### src/string_to_int64_parser_macros.svh
// Assertion helpers for the string to int64 parser.
`ifndef STRING_TO_INT64_PARSER_MACROS_SVH
`define STRING_TO_INT64_PARSER_MACROS_SVH

`ifndef NO_ASSERTIONS

// Same-cycle implication, sampled at the clock, off during reset.
`define S2I_ASSERT_NOW(lbl, clk, rst_n, ante, cons) \
  lbl: assert property (@(posedge clk) disable iff (!(rst_n)) (ante) |-> (cons)) \
    else $error("s2i check failed");

// Next-cycle implication.
`define S2I_ASSERT_NEXT(lbl, clk, rst_n, ante, cons) \
  lbl: assert property (@(posedge clk) disable iff (!(rst_n)) (ante) |=> (cons)) \
    else $error("s2i check failed");

`else

`define S2I_ASSERT_NOW(lbl, clk, rst_n, ante, cons)
`define S2I_ASSERT_NEXT(lbl, clk, rst_n, ante, cons)

`endif

`endif

### src/s2i_pkg.sv
package s2i_pkg;

  localparam int unsigned ChW     = 8;
  localparam int unsigned BaseW   = 6;
  localparam int unsigned ValW    = 64;
  localparam int unsigned EndW    = 13;
  localparam int unsigned StatW   = 2;
  localparam int unsigned QDepth  = 2;
  localparam int unsigned QIdxW   = 1;
  localparam int unsigned QCntW   = 2;

  localparam logic [BaseW-1:0] BaseReset = 6'd10;
  localparam logic [BaseW-1:0] NotDigit  = 6'd36;
  localparam logic [BaseW-1:0] MaxRadix  = 6'd36;

  localparam logic [StatW-1:0] ST_OK       = 2'd0;
  localparam logic [StatW-1:0] ST_NODIGITS = 2'd1;
  localparam logic [StatW-1:0] ST_RANGE    = 2'd2;
  localparam logic [StatW-1:0] ST_BADBASE  = 2'd3;

  localparam logic [ValW-1:0] LlongMax = 64'h7FFF_FFFF_FFFF_FFFF;
  localparam logic [ValW-1:0] LlongMin = 64'h8000_0000_0000_0000;

  typedef enum logic [2:0] {
    PH_WS,
    PH_FIRST,
    PH_ZERO,
    PH_XSEEN,
    PH_DIGITS,
    PH_DONE
  } phase_e;

  typedef struct packed {
    logic [ChW-1:0] ch;
    logic           start_req;
  } s2i_in_t;

  typedef struct packed {
    logic signed [ValW-1:0] value;
    logic [EndW-1:0]        end_index;
    logic [StatW-1:0]       status;
  } s2i_out_t;

  // Classified character as it travels from front to back.
  typedef struct packed {
    logic             start_req;
    logic [BaseW-1:0] digit;
    logic             is_space;
    logic             is_plus;
    logic             is_minus;
    logic             is_zero;
    logic             is_x;
  } s2i_tok_t;

endpackage

### src/s2i_front.sv
module s2i_front
  import s2i_pkg::*;
(
  input  logic     in_valid_i,
  input  s2i_in_t  in_item_i,
  input  logic     q_full_i,
  output logic     push_o,
  output s2i_tok_t tok_o
);

  logic [ChW-1:0] c;

  assign c      = in_item_i.ch;
  assign push_o = in_valid_i && !q_full_i;

  always_comb begin
    tok_o           = '0;
    tok_o.start_req = in_item_i.start_req;
    tok_o.is_space  = (c == 8'h20) || (c >= 8'h09 && c <= 8'h0D);
    tok_o.is_plus   = (c == 8'h2B);
    tok_o.is_minus  = (c == 8'h2D);
    tok_o.is_zero   = (c == 8'h30);
    tok_o.is_x      = (c == 8'h78) || (c == 8'h58);
    if (c >= 8'h30 && c <= 8'h39) begin
      tok_o.digit = BaseW'(c - 8'h30);
    end else if (c >= 8'h61 && c <= 8'h7A) begin
      tok_o.digit = BaseW'(c - 8'h57);
    end else if (c >= 8'h41 && c <= 8'h5A) begin
      tok_o.digit = BaseW'(c - 8'h37);
    end else begin
      tok_o.digit = NotDigit;
    end
  end

endmodule

### src/s2i_queue.sv
module s2i_queue
  import s2i_pkg::*;
(
  input  logic     clk_i,
  input  logic     rst_ni,
  input  logic     push_i,
  input  s2i_tok_t push_tok_i,
  input  logic     pop_i,
  output logic     full_o,
  output logic     valid_o,
  output s2i_tok_t head_o
);

  s2i_tok_t         mem_q [QDepth];
  logic [QIdxW-1:0] wr_ptr_q, wr_ptr_d;
  logic [QIdxW-1:0] rd_ptr_q, rd_ptr_d;
  logic [QCntW-1:0] count_q, count_d;

  assign full_o  = (count_q == QCntW'(QDepth));
  assign valid_o = (count_q != '0);
  assign head_o  = mem_q[rd_ptr_q];

  always_comb begin
    wr_ptr_d = push_i ? wr_ptr_q + 1'b1 : wr_ptr_q;
    rd_ptr_d = pop_i ? rd_ptr_q + 1'b1 : rd_ptr_q;
    count_d  = count_q;
    if (push_i && !pop_i) begin
      count_d = count_q + 1'b1;
    end else if (pop_i && !push_i) begin
      count_d = count_q - 1'b1;
    end
  end

  always_ff @(posedge clk_i or negedge rst_ni) begin
    if (!rst_ni) begin
      wr_ptr_q <= '0;
      rd_ptr_q <= '0;
      count_q  <= '0;
    end else begin
      wr_ptr_q <= wr_ptr_d;
      rd_ptr_q <= rd_ptr_d;
      count_q  <= count_d;
    end
  end

  always_ff @(posedge clk_i) begin
    if (push_i) begin
      mem_q[wr_ptr_q] <= push_tok_i;
    end
  end

endmodule

### src/s2i_back.sv
module s2i_back
  import s2i_pkg::*;
#(
  parameter int unsigned MaxLen = 4096,
  parameter int unsigned PosW   = 13
) (
  input  logic             clk_i,
  input  logic             rst_ni,
  input  logic [BaseW-1:0] base_select_i,
  input  logic             tok_valid_i,
  input  s2i_tok_t         tok_i,
  output logic             tok_pop_o,
  output logic             out_valid_o,
  input  logic             out_stall_i,
  output s2i_out_t         out_item_o
);

  localparam int unsigned ExtW = (PosW > EndW) ? PosW : EndW;
  localparam int unsigned ProdW = ValW + BaseW;

  phase_e           phase_q, phase_d, ph;
  logic             neg_q, neg_d, neg_c;
  logic [ValW-1:0]  mag_q, mag_d, mag_c;
  logic [BaseW-1:0] rad_q, rad_d, rad_c;
  logic [PosW-1:0]  pos_q, pos_d, pos_c;
  logic [PosW-1:0]  lge_q, lge_d, lge_c;
  logic             ovf_q, ovf_d, ovf_c;

  logic             out_valid_q;
  s2i_out_t         out_q;

  s2i_tok_t         tk;
  logic             emit, take, fin, adv, start_num;
  logic [BaseW-1:0] r;
  logic [ProdW-1:0] prod;
  logic [ValW-1:0]  limit;
  logic [ExtW-1:0]  lge_ext;
  s2i_out_t         res;

  always_comb begin
    // a start request clears the parse state before the character is used
    ph    = tok_i.start_req ? PH_WS : phase_q;
    neg_c = tok_i.start_req ? 1'b0 : neg_q;
    mag_c = tok_i.start_req ? '0 : mag_q;
    rad_c = tok_i.start_req ? '0 : rad_q;
    pos_c = tok_i.start_req ? '0 : pos_q;
    lge_c = tok_i.start_req ? '0 : lge_q;
    ovf_c = tok_i.start_req ? 1'b0 : ovf_q;

    tk = tok_i;
    // past the length limit every character reads as NUL
    if (pos_c >= PosW'(MaxLen)) begin
      tk.digit    = NotDigit;
      tk.is_space = 1'b0;
      tk.is_plus  = 1'b0;
      tk.is_minus = 1'b0;
      tk.is_zero  = 1'b0;
      tk.is_x     = 1'b0;
    end

    phase_d   = ph;
    neg_d     = neg_c;
    mag_d     = mag_c;
    rad_d     = rad_c;
    pos_d     = pos_c;
    lge_d     = lge_c;
    ovf_d     = ovf_c;
    emit      = 1'b0;
    take      = 1'b0;
    fin       = 1'b0;
    adv       = 1'b0;
    start_num = 1'b0;
    r         = rad_c;
    res       = '0;

    if (ph != PH_DONE) begin
      if (ph == PH_WS && pos_c == '0) begin
        rad_d = base_select_i;
      end
      if (ph == PH_WS && pos_c == '0 &&
          (base_select_i == 6'd1 || base_select_i > MaxRadix)) begin
        phase_d    = PH_DONE;
        emit       = 1'b1;
        res.status = ST_BADBASE;
      end else begin
        priority case (ph)
          PH_WS: begin
            if (tk.is_space) begin
              adv = 1'b1;
            end else if (tk.is_plus || tk.is_minus) begin
              neg_d   = tk.is_minus;
              phase_d = PH_FIRST;
              adv     = 1'b1;
            end else begin
              start_num = 1'b1;
            end
          end
          PH_FIRST: start_num = 1'b1;
          PH_ZERO: begin
            if (tk.is_x) begin
              phase_d = PH_XSEEN;
              adv     = 1'b1;
            end else begin
              r     = (rad_d == '0) ? 6'd8 : rad_d;
              rad_d = r;
              if (tk.digit < r) take = 1'b1;
              else              fin  = 1'b1;
            end
          end
          PH_XSEEN: begin
            r = 6'd16;
            if (tk.digit < r) begin
              rad_d = r;
              take  = 1'b1;
            end else begin
              fin = 1'b1;
            end
          end
          default: begin
            if (rad_d >= 6'd2 && tk.digit < rad_d) take = 1'b1;
            else                                   fin  = 1'b1;
          end
        endcase

        if (start_num) begin
          if (tk.is_zero && (rad_d == '0 || rad_d == 6'd16)) begin
            mag_d   = '0;
            lge_d   = pos_c + 1'b1;
            phase_d = PH_ZERO;
            adv     = 1'b1;
          end else begin
            r     = (rad_d == '0) ? 6'd10 : rad_d;
            rad_d = r;
            if (tk.digit < r) take = 1'b1;
            else              fin  = 1'b1;
          end
        end
      end
    end

    // multiply-add; overflow when the new value passes the signed limit
    limit = neg_c ? LlongMin : LlongMax;
    prod  = ProdW'(mag_c) * ProdW'(r) + ProdW'(tk.digit);
    if (take) begin
      if (!ovf_c) begin
        if (prod > ProdW'(limit)) ovf_d = 1'b1;
        else                      mag_d = prod[ValW-1:0];
      end
      lge_d   = pos_c + 1'b1;
      phase_d = PH_DIGITS;
      adv     = 1'b1;
    end

    lge_ext = ExtW'(lge_c);
    if (fin) begin
      phase_d = PH_DONE;
      emit    = 1'b1;
      if (lge_c == '0) begin
        res.status = ST_NODIGITS;
      end else if (ovf_c) begin
        res.value     = $signed(limit);
        res.end_index = lge_ext[EndW-1:0];
        res.status    = ST_RANGE;
      end else begin
        res.value     = $signed(neg_c ? (ValW'(0) - mag_c) : mag_c);
        res.end_index = lge_ext[EndW-1:0];
        res.status    = ST_OK;
      end
    end

    if (adv) pos_d = pos_c + 1'b1;
  end

  // items with no result keep flowing while the output register is held
  assign tok_pop_o   = tok_valid_i && (!emit || !out_valid_q || !out_stall_i);
  assign out_valid_o = out_valid_q;
  assign out_item_o  = out_q;

  always_ff @(posedge clk_i or negedge rst_ni) begin
    if (!rst_ni) begin
      phase_q     <= PH_WS;
      neg_q       <= 1'b0;
      mag_q       <= '0;
      rad_q       <= '0;
      pos_q       <= '0;
      lge_q       <= '0;
      ovf_q       <= 1'b0;
      out_valid_q <= 1'b0;
    end else begin
      if (tok_pop_o) begin
        phase_q <= phase_d;
        neg_q   <= neg_d;
        mag_q   <= mag_d;
        rad_q   <= rad_d;
        pos_q   <= pos_d;
        lge_q   <= lge_d;
        ovf_q   <= ovf_d;
      end
      if (tok_pop_o && emit) begin
        out_valid_q <= 1'b1;
      end else if (!out_stall_i) begin
        out_valid_q <= 1'b0;
      end
    end
  end

  always_ff @(posedge clk_i) begin
    if (tok_pop_o && emit) begin
      out_q <= res;
    end
  end

endmodule

### src/string_to_int64_parser.sv
// String to signed 64-bit integer parser (strtoll semantics).
// Input channel: one character item per accepted cycle (in_valid_i high and
// in_stall_o low); start_req set on the first character of each string.
// Output channel: at most one result item (value, end_index, status) per string,
// taken when out_valid_o is high and out_stall_i is low.
// base_select is written via base_select_we_i/base_select_i, by the user only while
// idle (the block does not enforce it), and is sampled on each string's first character.
// Throughput: one character per cycle while in_stall_o is low; the bound is the
// back end's combinational multiply-add by the radix with its overflow compare.
// The character that ends the number is held in the 2-entry queue, and the back
// end registers its result in the output register when it pops that character.
// Reset: base_select returns to 10, parse state clears, the queue empties.
// Output stall: the result register holds; characters that give no result
// keep being consumed, and once the item that causes a second result waits
// at the queue head, one more item fills the queue and in_stall_o rises.
`include "string_to_int64_parser_macros.svh"

module string_to_int64_parser
  import s2i_pkg::*;
#(
  parameter int unsigned MAX_LEN = 4096
) (
  input  logic             clk_i,
  input  logic             rst_ni,
  input  logic             in_valid_i,
  output logic             in_stall_o,
  input  s2i_in_t          in_item_i,
  output logic             out_valid_o,
  input  logic             out_stall_i,
  output s2i_out_t         out_item_o,
  input  logic             base_select_we_i,
  input  logic [BaseW-1:0] base_select_i
);

  localparam int unsigned PosW = $clog2(MAX_LEN + 1);

  logic [BaseW-1:0] base_select_q;
  logic             push, pop, q_full, q_valid;
  s2i_tok_t         push_tok, head_tok;

  always_ff @(posedge clk_i or negedge rst_ni) begin
    if (!rst_ni) begin
      base_select_q <= BaseReset;
    end else if (base_select_we_i) begin
      base_select_q <= base_select_i;
    end
  end

  assign in_stall_o = q_full;

  s2i_front u_front (
    .in_valid_i (in_valid_i),
    .in_item_i  (in_item_i),
    .q_full_i   (q_full),
    .push_o     (push),
    .tok_o      (push_tok)
  );

  s2i_queue u_queue (
    .clk_i      (clk_i),
    .rst_ni     (rst_ni),
    .push_i     (push),
    .push_tok_i (push_tok),
    .pop_i      (pop),
    .full_o     (q_full),
    .valid_o    (q_valid),
    .head_o     (head_tok)
  );

  s2i_back #(
    .MaxLen (MAX_LEN),
    .PosW   (PosW)
  ) u_back (
    .clk_i         (clk_i),
    .rst_ni        (rst_ni),
    .base_select_i (base_select_q),
    .tok_valid_i   (q_valid),
    .tok_i         (head_tok),
    .tok_pop_o     (pop),
    .out_valid_o   (out_valid_o),
    .out_stall_i   (out_stall_i),
    .out_item_o    (out_item_o)
  );

  `S2I_ASSERT_NOW(a_badbase_zero, clk_i, rst_ni,
    out_valid_o && out_item_o.status == ST_BADBASE,
    out_item_o.value == 64'sd0 && out_item_o.end_index == '0)
  `S2I_ASSERT_NOW(a_nodigits_zero, clk_i, rst_ni,
    out_valid_o && out_item_o.status == ST_NODIGITS,
    out_item_o.value == 64'sd0 && out_item_o.end_index == '0)
  `S2I_ASSERT_NOW(a_range_saturates, clk_i, rst_ni,
    out_valid_o && out_item_o.status == ST_RANGE,
    out_item_o.value == $signed(LlongMax) || out_item_o.value == $signed(LlongMin))
  `S2I_ASSERT_NEXT(a_full_stalls, clk_i, rst_ni,
    q_full && !pop,
    in_stall_o)

endmodule

### config.mk
export PLATFORM = sky130hd
export DESIGN_NAME = string_to_int64_parser
export DESIGN_NICKNAME = d
export VERILOG_FILES = /design/src/s2i_pkg.sv /design/src/s2i_front.sv /design/src/s2i_queue.sv /design/src/s2i_back.sv /design/src/string_to_int64_parser.sv
export VERILOG_INCLUDE_DIRS = /design/src /design/src/src
export SDC_FILE = /design/constraint.sdc
export NUM_CORES = 2
export LEC_CHECK = 0
export BUFFER_PORTS_ARGS = -buffer_cell sky130_fd_sc_hd__buf_2
export CORE_ASPECT_RATIO = 1.25
export CORE_UTILIZATION = 51
export CTS_CLUSTER_DIAMETER = 40
export DETAILED_ROUTE_END_ITERATION = 7
export PLACE_DENSITY_LB_ADDON = 0.1
export SYNTH_ARGS = -nofsm -noshare
export SYNTH_HDL_FRONTEND = slang
export SYNTH_HIERARCHICAL = 1
export SYNTH_SLANG_ARGS = --single-unit
### constraint.sdc
create_clock -name clk_i -period 21.6 [get_ports clk_i]
set_input_delay 2.16 -clock clk_i [delete_from_list [all_inputs] [get_ports clk_i]]
set_output_delay 2.16 -clock clk_i [all_outputs]
set_load 0.03 [all_outputs]
# Word-level counts from Yosys, hierarchy flattened
# Memory sizes are Yosys's and may differ from the RTL's.
# Index checks and enable logic that the tools add are counted.
dict set report op_classes {
  add_sub_neg 10
  n_mul 1
  div 0
  n_lt_le_gt_ge 16
  n_eq_ne 14
  shift 0
  muxes 111
  bitwise 1
  n_reduce_logical 35
}
# op count
set op_table {}
lappend op_table {{64-bit 2-to-1 mux} 10}
lappend op_table {{6-bit 2-to-1 mux} 21}
lappend op_table {{13-bit 2-to-1 mux} 8}
lappend op_table {{79-bit 2-to-1 mux} 1}
lappend op_table {{70-bit by 6-bit adder with 70-bit output} 1}
lappend op_table {{70-bit by 64-bit greater-than comparator with 1-bit output} 1}
lappend op_table {{64-bit by 6-bit multiplier with 70-bit output} 1}
lappend op_table {{1-bit by 64-bit subtractor with 64-bit output (first input constant)} 1}
lappend op_table {{1-bit 2-to-1 mux} 47}
lappend op_table {{8-bit by 6-bit equality test with 1-bit output (second input constant)} 4}
lappend op_table {{3-bit 2-to-1 mux} 10}
lappend op_table {{13-bit zero test} 2}
lappend op_table {{6-bit case mux with 2 select lines} 2}
lappend op_table {{6-bit < comparator} 3}
lappend op_table {{8-bit by 7-bit equality test with 1-bit output (second input constant)} 2}
lappend op_table {{8-bit by 7-bit greater-or-equal comparator with 1-bit output (second input constant)} 2}
lappend op_table {{8-bit by 7-bit <= comparator with 1-bit output (second input constant)} 2}
lappend op_table {{13-bit by 1-bit adder with 13-bit output (second input constant)} 1}
lappend op_table {{13-bit greater-or-equal comparator (second input constant)} 1}
lappend op_table {{1-bit logical AND} 13}
lappend op_table {{6-bit zero test} 2}
lappend op_table {{2-bit 2-to-1 mux} 6}
lappend op_table {{6-bit subtractor (second input constant)} 2}
lappend op_table {{11-bit 2-to-1 mux} 1}
lappend op_table {{other kinds (27)} 44}
dict set report totals {
  regBits 191
  latchBits 0
  ram_bits 24
  rom_bits 0
  input_bits 20
  output_inout_bits 81
  wordCells 204
  n_memories 1
}
# memory depth word_bits rd rd_clocked_by_memory_dff write_ports line_no
set memory_table {}
lappend memory_table {u_queue.mem_q 2 12 1 0 1 s2i_queue.sv:14} ;# s2i_tok_t mem_q [QDepth];

# Longest topological paths before layout
# An unclocked memory read counts as a cell.
dict set report logic_depth {
  depth_word 28
  depth_mapped 56
  depth_no_buf 44
}

# Cells and area by module
# The synthesis kept the hierarchy.
# module n_inst cells_per_inst area_each_um2 seq_area_each_um2
set modules_own_cells {}
lappend modules_own_cells {s2i_back 1 3071 25024.0 4924.7}
lappend modules_own_cells {s2i_queue 1 53 1089.8 820.8}
lappend modules_own_cells {s2i_front 1 67 496.7 0.0}
lappend modules_own_cells {string_to_int64_parser 1 13 254.0 152.6}

# Worst setup path after synthesis
# OpenSTA, ideal clock, no wires.
dict set report synth_timing {
  path_type {register to register}
  from {reg u_queue.rd_ptr_q}
  to {reg u_back.mag_q[24]}
  arrival_ps 12851
  required_ps 21472
  path_slack_ps 8620
  path_stages_with_launch 54
  period_less_slack_ps 12980
  cell_sequence {dfrtp_1 > buf_6 > mux2_4 > clkbuf_1 > clkbuf_1 > clkbuf_1 > clkbuf_1 > clkbuf_1 > clkbuf_1 > clkbuf_1 > nor2_1 > inv_1 > ha_1 > or3b_2 > o41a_1 > mux2_2 > or3b_1 > o21bai_1 > [18 not listed] > o31ai_1 > a21boi_0 > o21ba_2 > xor2_1 > inv_1 > ha_1 > nand4_1 > nor2_1 > nand2_1 > nor4_1 > nand3_1 > o22ai_1 > a21oi_1 > a2111o_1 > or4_1 > buf_2 > buf_2 > mux2i_1}
}
# item line_no
set synth_lines {}
lappend synth_lines {{start, declared} s2i_queue.sv:16} ;# logic [QIdxW-1:0] rd_ptr_q, rd_ptr_d;
lappend synth_lines {{start signal, assigned} s2i_queue.sv:41} ;# rd_ptr_q <= rd_ptr_d;
lappend synth_lines {{end signal, assigned} s2i_back.sv:193} ;# mag_q <= mag_d;
lappend synth_lines {{end, declared} s2i_back.sv:23} ;# logic [ValW-1:0] mag_q, mag_d, mag_c;

==> flow_metrics.py <==
metrics = {
    "worst_setup_path": {
        "crit_fanout": 40,
        "crit_path_end_kind": "flop",
        "cp.required_ps": 22050,
        "cp-start-kind": "flop",
        "cpMostUsedCell": "inv_1",
        "critical_path_class": "flop to flop",
        "slowest_stage": "or4_2",
        "arrival_ps": 15060,
        "critPathMaxStageDelay_ps": 1020,
    },
    "sta": {
        "hold_viol": 0,
        "fin_ws_ps": 6990,
        "setup_tns_ps": 0,
        "maxSlewHeadroom_pct": 25.7,
        "skew_ps": 44.6,
        "period_needed_ps": 14610,
        "rsz0062_at_grt": "false",
        "finalCritPeriodShare_pct": 67.6,
        "fmax_mhz": 68.4,
        "setup_viol": 0,
        "tightest_slew_ps": 1110,
        "slew_viol_final": 0,
    },
    "global_routing": {
        "grt-ovfl-total": 0,
        "grt_max_degree": 79,
        "grt-busiest-layer": "met2",
        "gr-usage-met3_pct": 4.28,
        "grt_pass1_wl_um": 141000,
        "grt_pass1_vias": 24637,
        "grt_util_met2_pct": 58.9,
        "grt_antenna_before_repair": 0,
        "grt_util_all_layers_pct": 34.0,
        "use_met1_pct": 43.4,
    },
    "pwr": {
        "design_power_total_mw": 3.19,
        "clkPwrFrac_pct": 23.0,
        "p_leak_nw": 14.1,
        "p_int_mw": 1.52,
        "p_sw_share_pct": 52.4,
        "seqPwrFrac_pct": 20.9,
        "powerDensity_nw_per_um2": 108,
        "comb_power_share_pct": 56.1,
        "p_switching_mw": 1.67,
        "ir_drop_mv": 0.135,
    },
    "cells_and_area": {
        "design_area_um2": 29400,
        "fin_cells": 3911,
        "synthToLayoutAreaGrowth_pct": 9.62,
        "antenna_cells": 0,
        "nNetsFinal": 3719,
        "nFillCells": 4764,
        "drive_gt1_share_pct": 9.15,
    },
    "synthesis": {
        "netlist_instances": 3204,
        "mappedNetlistNets": 3712,
        "ys_warn_count": 6,
        "yosysSeqAreaShare_pct": 22.0,
        "synth_edf_count": 103,
        "syn_avg_cell_area_um2": 8.38,
        "syn_area_um2": 26900,
        "ys_types": 96,
        "synth-async-reset-ratio_pct": 52.1,
        "ys_seq_elements": 215,
        "synthFlopType": "dfrtp_1",
    },
    "cts": {
        "clkSinkCount": 215,
        "htree_levels": 2,
        "numCtsBuffers": 45,
        "post_cts_buffers": 0,
        "insertion_delay_ps": 600,
        "cts_hold_buf": 0,
        "cts_resized": 0,
        "cts_root_buf": "clkbuf_16",
        "cts.path.max_buffers": 3,
        "cts_tree": "built",
        "clk_pin_slew_ps": 60,
    },
    "hold_path": {
        "hp-class": "flop to flop",
    },
    "floorplan": {
        "die_h_um": 259,
        "io_pins": 101,
        "die_w_um": 207,
        "die_area_um2": 53600,
        "initial_core_util_pct": 51.9,
        "rows": 93,
        "core_um2": 51800,
    },
    "run": {
        "drv_cap": 0,
    },
    "place": {
        "dpl_cell_area_um2": 27800,
        "dp_slack_ps": 7260,
        "dpl.cell_count": 3829,
        "gp_congestion": 0.985,
        "numPortBuffers": 100,
        "hpwl_um": 69600,
    },
    "route": {
        "vias_per_cell": 6.25,
        "vias": 24461,
        "wl_per_cell_um": 23.1,
        "remaining_drc_errors": 0,
        "dr.pass1.iters": 6,
        "ant_nets": 0,
        "totalWireLength_um": 90400,
        "dr.first_iter.drc_count": 2261,
    },
    "run_status": {
        "status": "finished clean",
    },
}
-- through the flow --
| step | utilization (%) | hold slack [ps] |
|---|---|---|
| finish | 56.9 | 497 |
| global route | 56.9 | 508 |
| CTS | 56.9 | 497 |
| detailed placement | 53.8 | 485 |
| global placement | 53.8 | 468 |
| floorplan | - | 447 |
-- critical path: cells and delay by family (launching register included) --
family	cells	cell delay [ps]
AO/OA/AOI/OAI	14	4440
adder cells (fa/ha/maj)	7	2950
buffers and inverters	8	1270
flip-flops	1	800
multiplexers	3	1040
XOR/XNOR	1	450
AND/OR/NAND/NOR	12	3410
-- power groups by stage --
stage | sequential (mW) | clock (mW) | combinational (mW)
6_report | 0.667 | 0.732 | 1.79
5_1_grt | 0.677 | 0.760 | 1.90
4_1_cts | 0.666 | 0.744 | 1.76
3_5_place_dp | 0.672 | 0 | 1.75
3_3_place_gp | 0.671 | 0 | 1.73
2_1_floorplan | 0.824 | 0 | 1.02
-- kinds of logic after synthesis --
logic type	count (synthesis)	synth area share [%]
fa+ha+maj	488	29.8
compound gates	725	17.6
mux	41	1.87
buf+inv	531	7.65
xor+xnor	74	2.41
simple gates	1130	18.7
flops	215	22.0
-- state kept, by name, summed over array words and instances (netlist names) --
name and count:
u_back/ovf_q 1, u_back/lge_q 13, u_back/pos_q 13, u_back/out_valid_o 1
u_back/phase_q 3, u_queue/count_q 2, u_queue/rd_ptr_q 1, u_queue/mem_q 24
u_back/mag_q 64, u_back/neg_q 1, u_back/out_item_o 79, u_queue/wr_ptr_q 1
u_back/rad_q 6, base_select_q 6
-- worst paths after layout --
| path | from | to | depth (start not counted) | slack, ps |
|---|---|---|---|---|
| setup / recovery | u_queue/rd_ptr_q | u_back/mag_q[58] | 45 | 6990 |
| hold / removal | u_queue/wr_ptr_q | u_queue/wr_ptr_q | 1 | 500 |
| setup reg to reg | u_queue/rd_ptr_q | u_back/mag_q[58] | 45 | 6990 |
| hold reg to reg | u_queue/wr_ptr_q | u_queue/wr_ptr_q | 1 | 500 |
| max in group asynchronous | rst_ni | u_back/ovf_q | 2 | 18510 |
| min in group asynchronous | rst_ni | base_select_q[4] | 1 | 1650 |
-- placed cells by master (no fill, tap or decap), drive strengths merged, types with 11 or more instances in the layout --
cell	Yosys	layout
a211oi	24	24
a21o	44	44
a21oi	167	167
a221oi	30	30
a22o	13	13
a22oi	11	11
a31oi	24	24
a32oi	11	11
and2	14	14
and3	13	13
buf	29	141
clkbuf	152	51
clkinv	1	13
dfrtp	110	110
edfxtp	103	103
fa	252	252
ha	236	236
inv	349	362
mux2	23	23
mux2i	18	18
nand2	338	338
nand2b	15	15
nand3	60	60
nand4	46	46
nor2	464	464
nor2b	26	26
nor3	57	57
nor4	35	35
o211ai	13	13
o21a	17	17
o21ai	168	168
o21bai	17	17
o22ai	69	69
o31ai	29	29
o41ai	12	12
or2	12	12
or3	13	13
or4	19	19
xnor2	38	38
xor2	36	36
-- Yosys cell counts, types with 36 or more instances --
cell	n	area, µm²
a21oi_1	167	836
nor2_1	464	1740
nand4_1	46	288
fa_1	252	5040
o21ai_0	162	811
nand2_1	336	1260
a21o_1	44	330
xnor2_1	38	333
inv_1	347	1300
dfrtp_1	110	2750
nor3_1	57	285
nand3_1	60	300
edfxtp_1	103	3090
clkbuf_1	152	571
o22ai_1	69	432
ha_1	236	2950
xor2_1	36	315
-- per-layer routing --
layer	up-vias	part of all wire, %
li1	11095	-
met1	12124	41
met2	1064	49
met3	178	6.8
met4	0	3.5
met5	-	0
-- cell type report --
cell class                 instances  area, µm²  share of cell area, %
multi-input combinational       2458      19000                   64.5
inverter                         350       1320                   4.47
clock inverter                    31        420                   1.43
clock buffer                      51       1180                   4.01
sequential                       215       5900                   20.0
tap                              665        832                   2.83
timing repair buffer             141        811                   2.75
Note: power is estimated with default switching activity, not from simulation.
